## src/sbvt_pkg.sv

```systemverilog
// Package for the segment block validity tracker.
// Holds request/status/register codes, field widths and the structs shared
// by the config, engine and top-level modules. No dependencies.
package sbvt_pkg;

    // Default depth of the slot valid map
    localparam int SEG_DEPTH_DEF = 1024;

    // Field widths fixed by the interface
    localparam int REQ_W  = 2;
    localparam int ADDR_W = 32;
    localparam int OFF_W  = 10;
    localparam int CNT_W  = 11;
    localparam int ST_W   = 2;
    localparam int IDX_W  = 1;

    localparam logic [CNT_W-1:0]  CNT_MAX     = '1;
    localparam logic [ADDR_W-1:0] LBA_INVALID = '1;
    localparam logic [CNT_W-1:0]  SEG_SIZE_RST = 11'd1024;

    typedef enum logic [REQ_W-1:0] {
        REQ_APPEND = 2'd0,
        REQ_INVAL  = 2'd1,
        REQ_QUERY  = 2'd2
    } t_req;

    typedef enum logic [ST_W-1:0] {
        ST_OK    = 2'd0,
        ST_FULL  = 2'd1,
        ST_RANGE = 2'd2
    } t_status;

    typedef enum logic [IDX_W-1:0] {
        CFG_SEG_SIZE = 1'b0,
        CFG_BASE     = 1'b1
    } t_cfg_idx;

    // Live configuration as seen by the engine
    typedef struct packed {
        logic [CNT_W-1:0]  eff_size;
        logic [ADDR_W-1:0] base;
    } t_cfg;

    // Map write-back from the engine
    typedef struct packed {
        logic             we;
        logic [CNT_W-1:0] slot;
        logic             data;
    } t_wr;

    // One result beat plus updated pointers
    typedef struct packed {
        logic [ST_W-1:0]   status;
        logic [ADDR_W-1:0] paddr;
        logic              valid;
        logic [CNT_W-1:0]  inv_cnt;
        logic [CNT_W-1:0]  next_slot;
        logic              full;
    } t_result;

endpackage

```

## src/sbvt_ram.sv

```systemverilog
// Generic single-write, single-read synchronous RAM with registered read.
// Read returns the old contents on a same-address write. No dependencies.
module sbvt_ram #(
    parameter int WIDTH = 1,
    parameter int DEPTH = 1024
) (
    input  logic                     i_clk,
    input  logic                     i_we,
    input  logic [$clog2(DEPTH)-1:0] i_waddr,
    input  logic [WIDTH-1:0]         i_wdata,
    input  logic                     i_re,
    input  logic [$clog2(DEPTH)-1:0] i_raddr,
    output logic [WIDTH-1:0]         o_rdata
);

    logic [WIDTH-1:0] r_mem [DEPTH];
    logic [WIDTH-1:0] r_rdata;

    always_ff @(posedge i_clk) begin
        if (i_we) begin
            r_mem[i_waddr] <= i_wdata;
        end
        if (i_re) begin
            r_rdata <= r_mem[i_raddr];
        end
    end

    assign o_rdata = r_rdata;

endmodule

```

## src/sbvt_cfg.sv

```systemverilog
// Configuration registers: segment size and base block address.
// Clamps the size to the map depth. Depends on sbvt_pkg.
module sbvt_cfg #(
    parameter int SEG_DEPTH = sbvt_pkg::SEG_DEPTH_DEF
) (
    input  logic                       i_clk,
    input  logic                       i_rst_n,
    input  logic                       i_cfg_we,
    input  logic [sbvt_pkg::IDX_W-1:0]  i_cfg_idx,
    input  logic [sbvt_pkg::ADDR_W-1:0] i_cfg_data,
    output sbvt_pkg::t_cfg              o_cfg
);
    import sbvt_pkg::*;

    localparam logic [16:0] DEPTH_W = 17'(SEG_DEPTH);

    logic [CNT_W-1:0]  r_seg_size;
    logic [ADDR_W-1:0] r_base;

    // Register writes
    always_ff @(posedge i_clk) begin
        if (!i_rst_n) begin
            r_seg_size <= SEG_SIZE_RST;
            r_base     <= '0;
        end else if (i_cfg_we) begin
            unique case (t_cfg_idx'(i_cfg_idx))
                CFG_SEG_SIZE: r_seg_size <= i_cfg_data[CNT_W-1:0];
                CFG_BASE:     r_base     <= i_cfg_data;
                default:      ;
            endcase
        end
    end

    // Effective size: never beyond the map depth
    always_comb begin
        o_cfg.base     = r_base;
        o_cfg.eff_size = ({6'b0, r_seg_size} > DEPTH_W) ? DEPTH_W[CNT_W-1:0] : r_seg_size;
    end

endmodule

```

## src/sbvt_engine.sv

```systemverilog
// Request engine: modify step of the valid-map read-modify-write.
// Computes the result beat, pointer updates and map write. Depends on sbvt_pkg.
module sbvt_engine (
    input  sbvt_pkg::t_cfg              i_cfg,
    input  logic [sbvt_pkg::REQ_W-1:0]  i_req,
    input  logic [sbvt_pkg::ADDR_W-1:0] i_lba,
    input  logic [sbvt_pkg::OFF_W-1:0]  i_off,
    input  logic                        i_map_bit,
    input  logic [sbvt_pkg::CNT_W-1:0]  i_next_slot,
    input  logic [sbvt_pkg::CNT_W-1:0]  i_inv_cnt,
    output sbvt_pkg::t_result           o_res,
    output sbvt_pkg::t_wr               o_wr
);
    import sbvt_pkg::*;

    logic             w_full_now;
    logic             w_in_range;
    logic             w_slot_valid;
    logic [CNT_W-1:0] w_next;

    // Slots at or past the append pointer were never written since reset
    assign w_full_now   = (i_next_slot >= i_cfg.eff_size);
    assign w_in_range   = ({1'b0, i_off} < i_cfg.eff_size);
    assign w_slot_valid = ({1'b0, i_off} < i_next_slot) && i_map_bit;

    always_comb begin
        w_next          = i_next_slot;
        o_res.status    = ST_OK;
        o_res.paddr     = '0;
        o_res.valid     = 1'b0;
        o_res.inv_cnt   = i_inv_cnt;
        o_wr.we         = 1'b0;
        o_wr.slot       = i_next_slot;
        o_wr.data       = 1'b0;

        unique case (t_req'(i_req))
            REQ_APPEND: begin
                if (w_full_now) begin
                    o_res.status = ST_FULL;
                end else begin
                    o_res.paddr = i_cfg.base + {21'b0, i_next_slot};
                    o_res.valid = (i_lba != LBA_INVALID);
                    o_wr.we     = 1'b1;
                    o_wr.data   = (i_lba != LBA_INVALID);
                    w_next      = i_next_slot + 1'b1;
                end
            end
            REQ_INVAL: begin
                if (!w_in_range) begin
                    o_res.status = ST_RANGE;
                end else if (w_slot_valid) begin
                    o_wr.we   = 1'b1;
                    o_wr.slot = {1'b0, i_off};
                    if (i_inv_cnt != CNT_MAX) begin
                        o_res.inv_cnt = i_inv_cnt + 1'b1;
                    end
                end
            end
            REQ_QUERY: begin
                if (!w_in_range) begin
                    o_res.status = ST_RANGE;
                end else begin
                    o_res.valid = w_slot_valid;
                end
            end
            default: ;
        endcase

        o_res.next_slot = w_next;
        o_res.full      = (w_next >= i_cfg.eff_size);
    end

endmodule

```

## src/segment_block_validity_tracker_core.sv

```systemverilog
// Flow: an accepted request is held in stage 1 while its map bit is read; that bit
// feeds the update, whose result is then registered in the output register.
// Throughput: one request per cycle while the output is not stalled; the single-write
// map RAM with write-to-read forwarding sets that rate. Output stalls back up to the input.
// Reset: synchronous, active low; append pointer and invalid count cleared, size 1024,
// base 0. The map needs no clearing pass: slots past the append pointer read invalid.
module segment_block_validity_tracker_core #(
    parameter int SEG_DEPTH = sbvt_pkg::SEG_DEPTH_DEF
) (
    input  logic                        i_clk,
    input  logic                        i_rst_n,
    // Configuration
    input  logic                        i_cfg_we,
    input  logic [sbvt_pkg::IDX_W-1:0]  i_cfg_idx,
    input  logic [sbvt_pkg::ADDR_W-1:0] i_cfg_data,
    // Request channel
    input  logic                        i_in_valid,
    output logic                        o_in_stall,
    input  logic [sbvt_pkg::REQ_W-1:0]  i_req_type,
    input  logic [sbvt_pkg::ADDR_W-1:0] i_logical_addr,
    input  logic [sbvt_pkg::OFF_W-1:0]  i_slot_offset,
    // Result channel
    output logic                        o_out_valid,
    input  logic                        i_out_stall,
    output logic [sbvt_pkg::ST_W-1:0]   o_status,
    output logic [sbvt_pkg::ADDR_W-1:0] o_physical_addr,
    output logic                        o_block_valid,
    output logic [sbvt_pkg::CNT_W-1:0]  o_invalid_count,
    output logic [sbvt_pkg::CNT_W-1:0]  o_append_offset,
    output logic                        o_is_full
);
    import sbvt_pkg::*;

    localparam int AW = $clog2(SEG_DEPTH);

    t_cfg    w_cfg;
    t_result w_res;
    t_wr     w_wr;

    logic              w_in_fire;
    logic              w_s1_fire;
    logic              w_ram_we;
    logic [AW-1:0]     w_raddr;
    logic [AW-1:0]     w_waddr;
    logic [31:0]       w_raddr_ext;
    logic [31:0]       w_waddr_ext;
    logic              w_ram_rdata;
    logic              w_map_bit;

    // Stage 1: request waiting on its map read
    logic              r_s1_valid;
    logic [REQ_W-1:0]  r_s1_req;
    logic [ADDR_W-1:0] r_s1_lba;
    logic [OFF_W-1:0]  r_s1_off;
    logic              r_s1_fwd;
    logic              r_s1_fwd_val;

    logic [CNT_W-1:0]  r_next_slot;
    logic [CNT_W-1:0]  r_inv_cnt;

    // Output register
    logic              r_out_valid;
    logic [ST_W-1:0]   r_status;
    logic [ADDR_W-1:0] r_paddr;
    logic              r_bvalid;
    logic [CNT_W-1:0]  r_out_inv;
    logic [CNT_W-1:0]  r_out_next;
    logic              r_out_full;

    sbvt_cfg #(.SEG_DEPTH(SEG_DEPTH)) u_cfg (
        .i_clk      (i_clk),
        .i_rst_n    (i_rst_n),
        .i_cfg_we   (i_cfg_we),
        .i_cfg_idx  (i_cfg_idx),
        .i_cfg_data (i_cfg_data),
        .o_cfg      (w_cfg)
    );

    // Handshake
    assign w_s1_fire  = r_s1_valid && (!r_out_valid || !i_out_stall);
    assign o_in_stall = r_s1_valid && !w_s1_fire;
    assign w_in_fire  = i_in_valid && !o_in_stall;

    // Map addresses
    assign w_raddr_ext = {22'b0, i_slot_offset};
    assign w_waddr_ext = {21'b0, w_wr.slot};
    assign w_raddr     = w_raddr_ext[AW-1:0];
    assign w_waddr     = w_waddr_ext[AW-1:0];
    assign w_ram_we    = w_s1_fire && w_wr.we;

    sbvt_ram #(.WIDTH(1), .DEPTH(SEG_DEPTH)) u_map (
        .i_clk   (i_clk),
        .i_we    (w_ram_we),
        .i_waddr (w_waddr),
        .i_wdata (w_wr.data),
        .i_re    (w_in_fire),
        .i_raddr (w_raddr),
        .o_rdata (w_ram_rdata)
    );

    // Forwarded value wins over the RAM's read-first data
    assign w_map_bit = r_s1_fwd ? r_s1_fwd_val : w_ram_rdata;

    sbvt_engine u_engine (
        .i_cfg       (w_cfg),
        .i_req       (r_s1_req),
        .i_lba       (r_s1_lba),
        .i_off       (r_s1_off),
        .i_map_bit   (w_map_bit),
        .i_next_slot (r_next_slot),
        .i_inv_cnt   (r_inv_cnt),
        .o_res       (w_res),
        .o_wr        (w_wr)
    );

    // Stage 1 control
    always_ff @(posedge i_clk) begin
        if (!i_rst_n) begin
            r_s1_valid <= 1'b0;
        end else if (w_in_fire) begin
            r_s1_valid <= 1'b1;
        end else if (w_s1_fire) begin
            r_s1_valid <= 1'b0;
        end
    end

    // Stage 1 payload and forwarding capture
    always_ff @(posedge i_clk) begin
        if (w_in_fire) begin
            r_s1_req     <= i_req_type;
            r_s1_lba     <= i_logical_addr;
            r_s1_off     <= i_slot_offset;
            r_s1_fwd     <= w_ram_we && (w_waddr == w_raddr);
            r_s1_fwd_val <= w_wr.data;
        end
    end

    // Segment pointers
    always_ff @(posedge i_clk) begin
        if (!i_rst_n) begin
            r_next_slot <= '0;
            r_inv_cnt   <= '0;
        end else if (w_s1_fire) begin
            r_next_slot <= w_res.next_slot;
            r_inv_cnt   <= w_res.inv_cnt;
        end
    end

    // Output register valid
    always_ff @(posedge i_clk) begin
        if (!i_rst_n) begin
            r_out_valid <= 1'b0;
        end else if (w_s1_fire) begin
            r_out_valid <= 1'b1;
        end else if (!i_out_stall) begin
            r_out_valid <= 1'b0;
        end
    end

    // Output register payload
    always_ff @(posedge i_clk) begin
        if (w_s1_fire) begin
            r_status   <= w_res.status;
            r_paddr    <= w_res.paddr;
            r_bvalid   <= w_res.valid;
            r_out_inv  <= w_res.inv_cnt;
            r_out_next <= w_res.next_slot;
            r_out_full <= w_res.full;
        end
    end

    assign o_out_valid     = r_out_valid;
    assign o_status        = r_status;
    assign o_physical_addr = r_paddr;
    assign o_block_valid   = r_bvalid;
    assign o_invalid_count = r_out_inv;
    assign o_append_offset = r_out_next;
    assign o_is_full       = r_out_full;

    // Each invalidation needs a slot appended earlier
    a_inv_le_next: assert property (@(posedge i_clk) disable iff (!i_rst_n)
        r_inv_cnt <= r_next_slot)
        else $error("invalid count above append pointer");

    // Input stalls only behind a held stage-1 request
    a_stall_cause: assert property (@(posedge i_clk) disable iff (!i_rst_n)
        o_in_stall |-> (r_s1_valid && r_out_valid && i_out_stall))
        else $error("input stalled without a blocked request");

    // Pointer moves only on a completing request, by at most one
    a_ptr_step: assert property (@(posedge i_clk) disable iff (!i_rst_n)
        !w_s1_fire |=> (r_next_slot == $past(r_next_slot)))
        else $error("append pointer moved without a request");

    // A result beat leaves the output register only when taken or replaced
    a_out_hold: assert property (@(posedge i_clk) disable iff (!i_rst_n)
        (r_out_valid && i_out_stall) |=> (r_out_valid && $stable(r_paddr)))
        else $error("stalled result lost");

endmodule
```

## config.mk

```make
export PLATFORM = sky130hd
export DESIGN_NAME = segment_block_validity_tracker_core
export DESIGN_NICKNAME = d
export VERILOG_FILES = /design/src/sbvt_pkg.sv /design/src/sbvt_ram.sv /design/src/sbvt_cfg.sv /design/src/sbvt_engine.sv /design/src/segment_block_validity_tracker_core.sv
export SDC_FILE = /design/constraint.sdc
export NUM_CORES = 2
export LEC_CHECK = 0
export BUFFER_PORTS_ARGS = -buffer_cell sky130_fd_sc_hd__buf_2
export CORE_MARGIN = 5
export CORE_UTILIZATION = 42
export DETAILED_ROUTE_END_ITERATION = 7
export HOLD_SLACK_MARGIN = 0.15
export SLEW_MARGIN = 30
export SYNTH_ARGS = -nofsm -noshare
export SYNTH_HDL_FRONTEND = slang
export SYNTH_SLANG_ARGS = --single-unit
```

## constraint.sdc

```tcl
create_clock -name i_clk -period 99 [get_ports i_clk]
set_input_delay 19.8 -clock i_clk [delete_from_list [all_inputs] [get_ports i_clk]]
set_output_delay 19.8 -clock i_clk [all_outputs]
set_load 0.02 [all_outputs]
```

# --- Word level (Yosys, flattened, before mapping) ---
# Memories as Yosys holds them, arrays and structs flattened. A register that Yosys moved wholly into a read port is not among the register bits.
# Cells that the tools add are included.
totals:
  elab_cells: 78
  out_inout_bits: 60
  memories: 1
  reg_bits: 171
  mem_bits_rw: 1024
op_classes:
  addsub: 3
  n_mux: 27
  n_reduce_logical: 17
  order_cmp: 5
  bitwise: 2
  n_eq_ne: 6
mem_list:
  columns: ["name", "words", "width", "rd", "rd_clocked_by_memory_dff", "write_ports", "line_no", "rtl"]
  rows:
  - ["u_map.r_mem", 1024, 1, 1, 1, 1, "sbvt_ram.sv:16", "logic [WIDTH-1:0] r_mem [DEPTH];"]
op_table:
  columns: ["cell", "n"]
  rows:
  - ["11-bit two-way mux", 7]
  - ["32-bit by 11-bit adder with 32-bit output", 1]
  - ["32-bit inequality test (second input constant)", 1]
  - ["12-bit two-way mux", 2]
  - ["11-bit by 1-bit adder with 11-bit output (second input constant)", 2]
  - ["11-bit >= comparator", 2]
  - ["10-bit by 11-bit less-than comparator with 1-bit output", 2]
  - ["1-bit two-way mux", 13]
  - ["11-bit greater-than comparator (second input constant)", 1]
  - ["11-bit inequality test (second input constant)", 1]
  - ["10-bit == test", 1]
  - ["10-bit two-way mux", 1]
  - ["1-bit logical AND", 6]
  - ["1-bit zero test", 4]
  - ["1-bit case mux with 2 select lines", 2]
  - ["2-bit case mux with 2 select lines", 1]
  - ["2-bit AND reduction", 2]
  - ["2-bit OR reduction", 2]
  - ["2-bit by 1-bit == test with 1-bit output (second input constant)", 1]
  - ["2-bit == test (second input constant)", 1]
  - ["2-bit zero test", 1]
  - ["2-bit two-way mux", 1]
  - ["2-bit by 1-bit inequality test with 1-bit output (second input constant)", 1]
  - ["1-bit NOT", 2]
  - ["2 further kinds", 2]

# --- Depth between registers and ports, before layout ---
logic_depth:
  word_depth: 8
  depth_mapped: 20

# --- Hierarchy ---
# Synthesis repeated with hierarchy kept, for this count alone.
hier_totals:
  cells_unflattened: 3937
  hier_area_um2: 53468.8
by_module_without_submodules:
  columns: ["mod", "area_each_um2", "instances", "cells_per_inst", "seq_area_each_um2"]
  rows:
  - ["sbvt_ram", 44666.6, 1, 3112, 30779.5]
  - ["segment_block_validity_tracker_core", 4229.1, 1, 223, 3603.5]
  - ["sbvt_engine", 2881.5, 1, 409, 0.0]
  - ["sbvt_cfg", 1691.6, 1, 193, 860.8]

# --- Least setup slack after synthesis ---
# No wires, ideal clock.
synth_path:
  path_type: "input -> output"
  from: "input port i_out_stall"
  to: "output port o_in_stall"
  slack_ns: 59.114
  t_arrival_ns: 20.086
  required_ns: 79.200
  path_stages: 1
  cell_sequence: "and3_1"
synth_via:
  elab_chain_cells: 5
synth_rtl:
  columns: ["item", "line_no", "rtl"]
  rows:
  - ["start: declaration", "segment_block_validity_tracker_core.sv:24", "input logic i_out_stall,"]
  - ["1-bit zero test", null, null]
  - ["1-bit logical OR", "segment_block_validity_tracker_core.sv:80", "assign w_s1_fire = r_s1_valid && (!r_out_valid || !i_out_stall);"]
  - ["1-bit logical AND", "segment_block_validity_tracker_core.sv:80", null]
  - ["1-bit zero test", "segment_block_validity_tracker_core.sv:81", "assign o_in_stall = r_s1_valid && !w_s1_fire;"]
  - ["1-bit logical AND", "segment_block_validity_tracker_core.sv:81", null]
  - ["end: declaration", "segment_block_validity_tracker_core.sv:18", "output logic o_in_stall,"]
# No other way between the ends.

# --- Worst setup path after layout ---
# Same ends and word-level chain as after synthesis.

==> results.txt <==
----------------------------------------------------
[Clock tree]
  Clock slew seen by the registers of the worst setup and hold paths ... 0.06 ns
  Number of clock sinks ... 1196
  Clock Latency Late Sink ... 0.78 ns
  Post-CTS setup repair buffer count ... 0
  Number of buffers added to fix hold violations after cts ... 0
  Deepest level of the CTS H-tree ... 4
  CTS buffer count ... 130
  Buffer type at the clock tree root ... sky130_fd_sc_hd__clkbuf_16
  TritonCTS clock tree ... yes
  Clock Tree Buf Depth ... 3
  CTS resizes ... 0

[Setup path]
  Setup slack, reg-to-reg ... 93.08 ns
  Signal arrival time at the worst endpoint ... 20.33 ns
  Crit Path Class ... primary input to output port
  Stage delay of the slowest cell on the critical path ... 0.24 ns
  Number of cells on the worst reg-to-reg path ... 13
  Cell with the largest stage delay on the worst path ... sky130_fd_sc_hd__and3_1
  Launch instance of the worst register-to-register path ... u_cfg.r_seg_size[10]
  Data required time of the critical path ... 79.20 ns
  Crit. End Element ... output port
  Buf+Inv Stages, Crit Path ... 2
  CP cell instances ... buf_2, and3_1, buf_2
  Largest driver fanout on the critical path ... 3
  Cell family with the largest share of critical-path delay ... buffers and inverters
  Critical register-to-register path endpoint ... u_map.r_mem[21]
  Start point of the critical path ... i_out_stall
  Most frequent CP cell ... sky130_fd_sc_hd__buf_2
  Launching element type of the critical path ... primary input

[Synth]
  Number of storage elements in the synthesis netlist ... 1196
  Ranking of synthesized cells by area ... sky130_fd_sc_hd__edfxtp_1 64%, sky130_fd_sc_hd__mux4_2 12%, sky130_fd_sc_hd__nor2_1 7.9%, sky130_fd_sc_hd__dfxtp_1 2.5%, sky130_fd_sc_hd__nand2_1 1.6%
  Post-synth EDFFs ... 1129
  Commonest cells post-synth ... 1129 x sky130_fd_sc_hd__edfxtp_1, 1110 x sky130_fd_sc_hd__nor2_1, 270 x sky130_fd_sc_hd__mux4_2, 229 x sky130_fd_sc_hd__nand2_1, 174 x sky130_fd_sc_hd__clkbuf_1
  Synthesized Nets ... 3976
  Proportion of synthesized chip area in sequential cells ... 0.667
  Post-Synthesis Cells ... 3836
  Post-synthesis instance area ... 52800 um^2
  Synth cell types ... 69
  Top flip-flop cell by instance count after synthesis ... sky130_fd_sc_hd__edfxtp_1
  Synthesis warning total ... 0
  Post-synthesis area per instance ... 13.8 um^2
  Library cell occupying the most area in the post-synthesis netlist ... sky130_fd_sc_hd__edfxtp_1
  Proportion of synthesized flip-flops having asynchronous set or reset ... 0
  Share of Yosys cell area claimed by the top area cell type ... 0.642
  Most repeated cell in the gate-level netlist after synthesis ... sky130_fd_sc_hd__edfxtp_1

[Floorplanning]
  Standard cell core area ... 125000 um^2
  Starting Density ... 0.422
  I/O pin count ... 142
  Vertical die dimension ... 365 um
  Standard-cell row count ... 130
  Die X ... 365 um
  Die Footprint ... 133000 um^2

[STA]
  Max Clock Freq ... 24.9 MHz
  Unrepaired setup endpoints after global routing ... false
  Fin. Hold Viols ... 0
  Setup-violating endpoint count in the final report ... 0
  Final setup skew ... 0.0375 ns
  Crit path time final ... 40.13 ns
  Tightest Pin Transition ... 1.02 ns
  Remaining max-slew budget at the tightest pin ... 0.320
  Final max-slew violation count ... 0
  Final worst-path cycle share ... 0.405
  Final setup TNS ... 0 ns

[GRT]
  Antenna violations before repair ... 2
  First-pass GRT wire length ... 213000 um
  Largest net degree at the start of global routing ... 121
  GRT Resource Usage Total ... 0.219
  Aggregate global routing overflow ... 0
  Number of global-route vias before repair ... 32000

[Place]
  DP Wirelength ... 79400 um
  Final weighted congestion of routability-driven global placement ... 0.806
  IO buf count ... 141

[Cells and area]
  Post-layout net count ... 3999
  Share of post-route cells with drive strength above 1 ... 0.197
  Area Overhead vs Synth ... 12.1%
  Final core utilization ... 0.473

[Worst hold path]
  Path type of the worst min-delay path ... flop to flop
  Worst hold path stage count ... 2
  Terminating pin of the worst hold path ... u_cfg.r_seg_size[1]
  Hold path startpoint ... u_cfg.r_seg_size[1]

[Detailed routing]
  Routed length per instance ... 26.2 um
  Routed Antenna Nets ... 0
  First DRT Iteration DRCs ... 3933
  Number of iterations in the first detailed-routing pass ... 8
  Total via count after detailed routing ... 32800
  Avg Vias per Cell ... 5.85
  Final wirelength ... 147000 um
  Residual DRC ... 0

[Pwr]
  Worst ir drop on vdd ... 18.3 uV
  Leak ... 18.2 nW
  Total power density per cell area ... 18.2 nW/um^2

[Flow run]
  Number of maximum-capacitance constraint violations ... 0

[Outcome]
  Result of the run ... finished, final reports clean

----------------------------------------------------
-- area by class of cell --
type	instances	area [um^2]
fill	11100	66000
sequential	1196	35200
multi-input combinational	2275	16500
clock buffer	166	3410
tap	1650	2060
timing repair buffer	224	1400
clock inverter	67	514
inverter	32	121
antenna	1	2.50
-- kinds of logic (layout without fill, tap and decap cells) --
family | after synthesis | in the layout | share of synthesized area
xor+xnor | 57 | 57 | 0.00945
other cells | 0 | 1 | 0
flops | 1196 | 1196 | 0.667
simple gates | 1562 | 1562 | 0.120
mux | 305 | 305 | 0.122
fa+ha+maj | 58 | 58 | 0.0139
compound gates | 293 | 293 | 0.0392
buf+inv | 365 | 489 | 0.0287
-- placed cells by master (no fill, tap or decap), types with 20 or more instances in the layout --
cell / count
sky130_fd_sc_hd__nand4_1: 42
sky130_fd_sc_hd__o21ai_0: 32
sky130_fd_sc_hd__dfxtp_1: 67
sky130_fd_sc_hd__clkbuf_16: 131
sky130_fd_sc_hd__nor2_1: 1106
sky130_fd_sc_hd__buf_4: 75
sky130_fd_sc_hd__nor3_1: 33
sky130_fd_sc_hd__o22ai_1: 20
sky130_fd_sc_hd__clkbuf_1: 35
sky130_fd_sc_hd__xor2_1: 20
sky130_fd_sc_hd__buf_2: 139
sky130_fd_sc_hd__mux4_2: 270
sky130_fd_sc_hd__mux2i_1: 28
sky130_fd_sc_hd__a21oi_1: 84
sky130_fd_sc_hd__clkinv_2: 22
sky130_fd_sc_hd__nand2_2: 47
sky130_fd_sc_hd__clkinv_1: 26
sky130_fd_sc_hd__nand2_1: 181
sky130_fd_sc_hd__nand3_1: 47
sky130_fd_sc_hd__xnor2_1: 37
sky130_fd_sc_hd__and3_1: 20
sky130_fd_sc_hd__edfxtp_1: 1129
sky130_fd_sc_hd__inv_1: 28
sky130_fd_sc_hd__a22oi_1: 36
sky130_fd_sc_hd__ha_1: 57
-- worst max path at each step --
stage                            end  slack (ns)  depth (start not counted)
after floorplan           o_in_stall       59.11                          1
after global placement    o_in_stall       58.86                          3
after detailed placement  o_in_stall       58.87                          3
after CTS                 o_in_stall       58.87                          3
after global routing      o_in_stall       58.83                          3
final                     o_in_stall       58.87                          3
-- state kept, by name, summed over array words and instances, names as in the netlist, 10 cells and up --
name / cells
r_s1_off: 10
o_invalid_count: 11
r_inv_cnt: 11
r_next_slot: 11
u_map.r_mem: 1024
u_cfg.r_seg_size: 11
o_physical_addr: 32
r_s1_lba: 32
u_cfg.r_base: 32
o_append_offset: 11
-- where the power goes --
group	switching [mW]	leakage, nW	internal [mW]	total (mW)
sequential	0.00225	10.9	0.563	0.565
clock	0.203	1.91	0.249	0.453
combinational	0.0402	5.40	0.0194	0.0596
total	0.246	18.2	0.832	1.08
-- stage by stage --
step                      hold slack [ns]  setup slack (ns)  std cells  cell area [um^2]  total power [mW]
after global placement              0.447             58.86       5375             55100             0.634
after CTS                           0.456             58.87       5609             59100              1.09
after floorplan                     0.432             59.11       3836             52800             0.636
after detailed placement            0.448             58.87       5376             55200             0.635
after global routing                0.479             58.83       5610             59200              1.11
final                               0.454             58.87       5611             59200              1.08
-- worst reg2reg max path, stage by stage (launching register included) --
cell	delay, ns
sky130_fd_sc_hd__dfxtp_1	0.40
sky130_fd_sc_hd__inv_1	0.31
sky130_fd_sc_hd__nand2_1	0.27
sky130_fd_sc_hd__ha_1	0.27
sky130_fd_sc_hd__a2111oi_0	0.53
sky130_fd_sc_hd__nand2_1	0.14
sky130_fd_sc_hd__a311oi_2	0.40
sky130_fd_sc_hd__nor2_2	0.15
sky130_fd_sc_hd__a21oi_4	0.12
sky130_fd_sc_hd__buf_4	0.39
sky130_fd_sc_hd__buf_12	0.34
sky130_fd_sc_hd__buf_6	0.60
sky130_fd_sc_hd__buf_4	0.88
sky130_fd_sc_hd__buf_4	0.76
-- layer usage --
| layer | share of wire | track usage | up-vias |
|---|---|---|---|
| met3 | 0.093 | 0.0520 | 258 |
| li1 | - | - | 14200 |
| met5 | 0 | 0 | - |
| met4 | 0.028 | 0.0642 | 0 |
| met1 | 0.40 | 0.292 | 16900 |
| met2 | 0.48 | 0.360 | 1440 |
(Power assumes the default switching activity.)
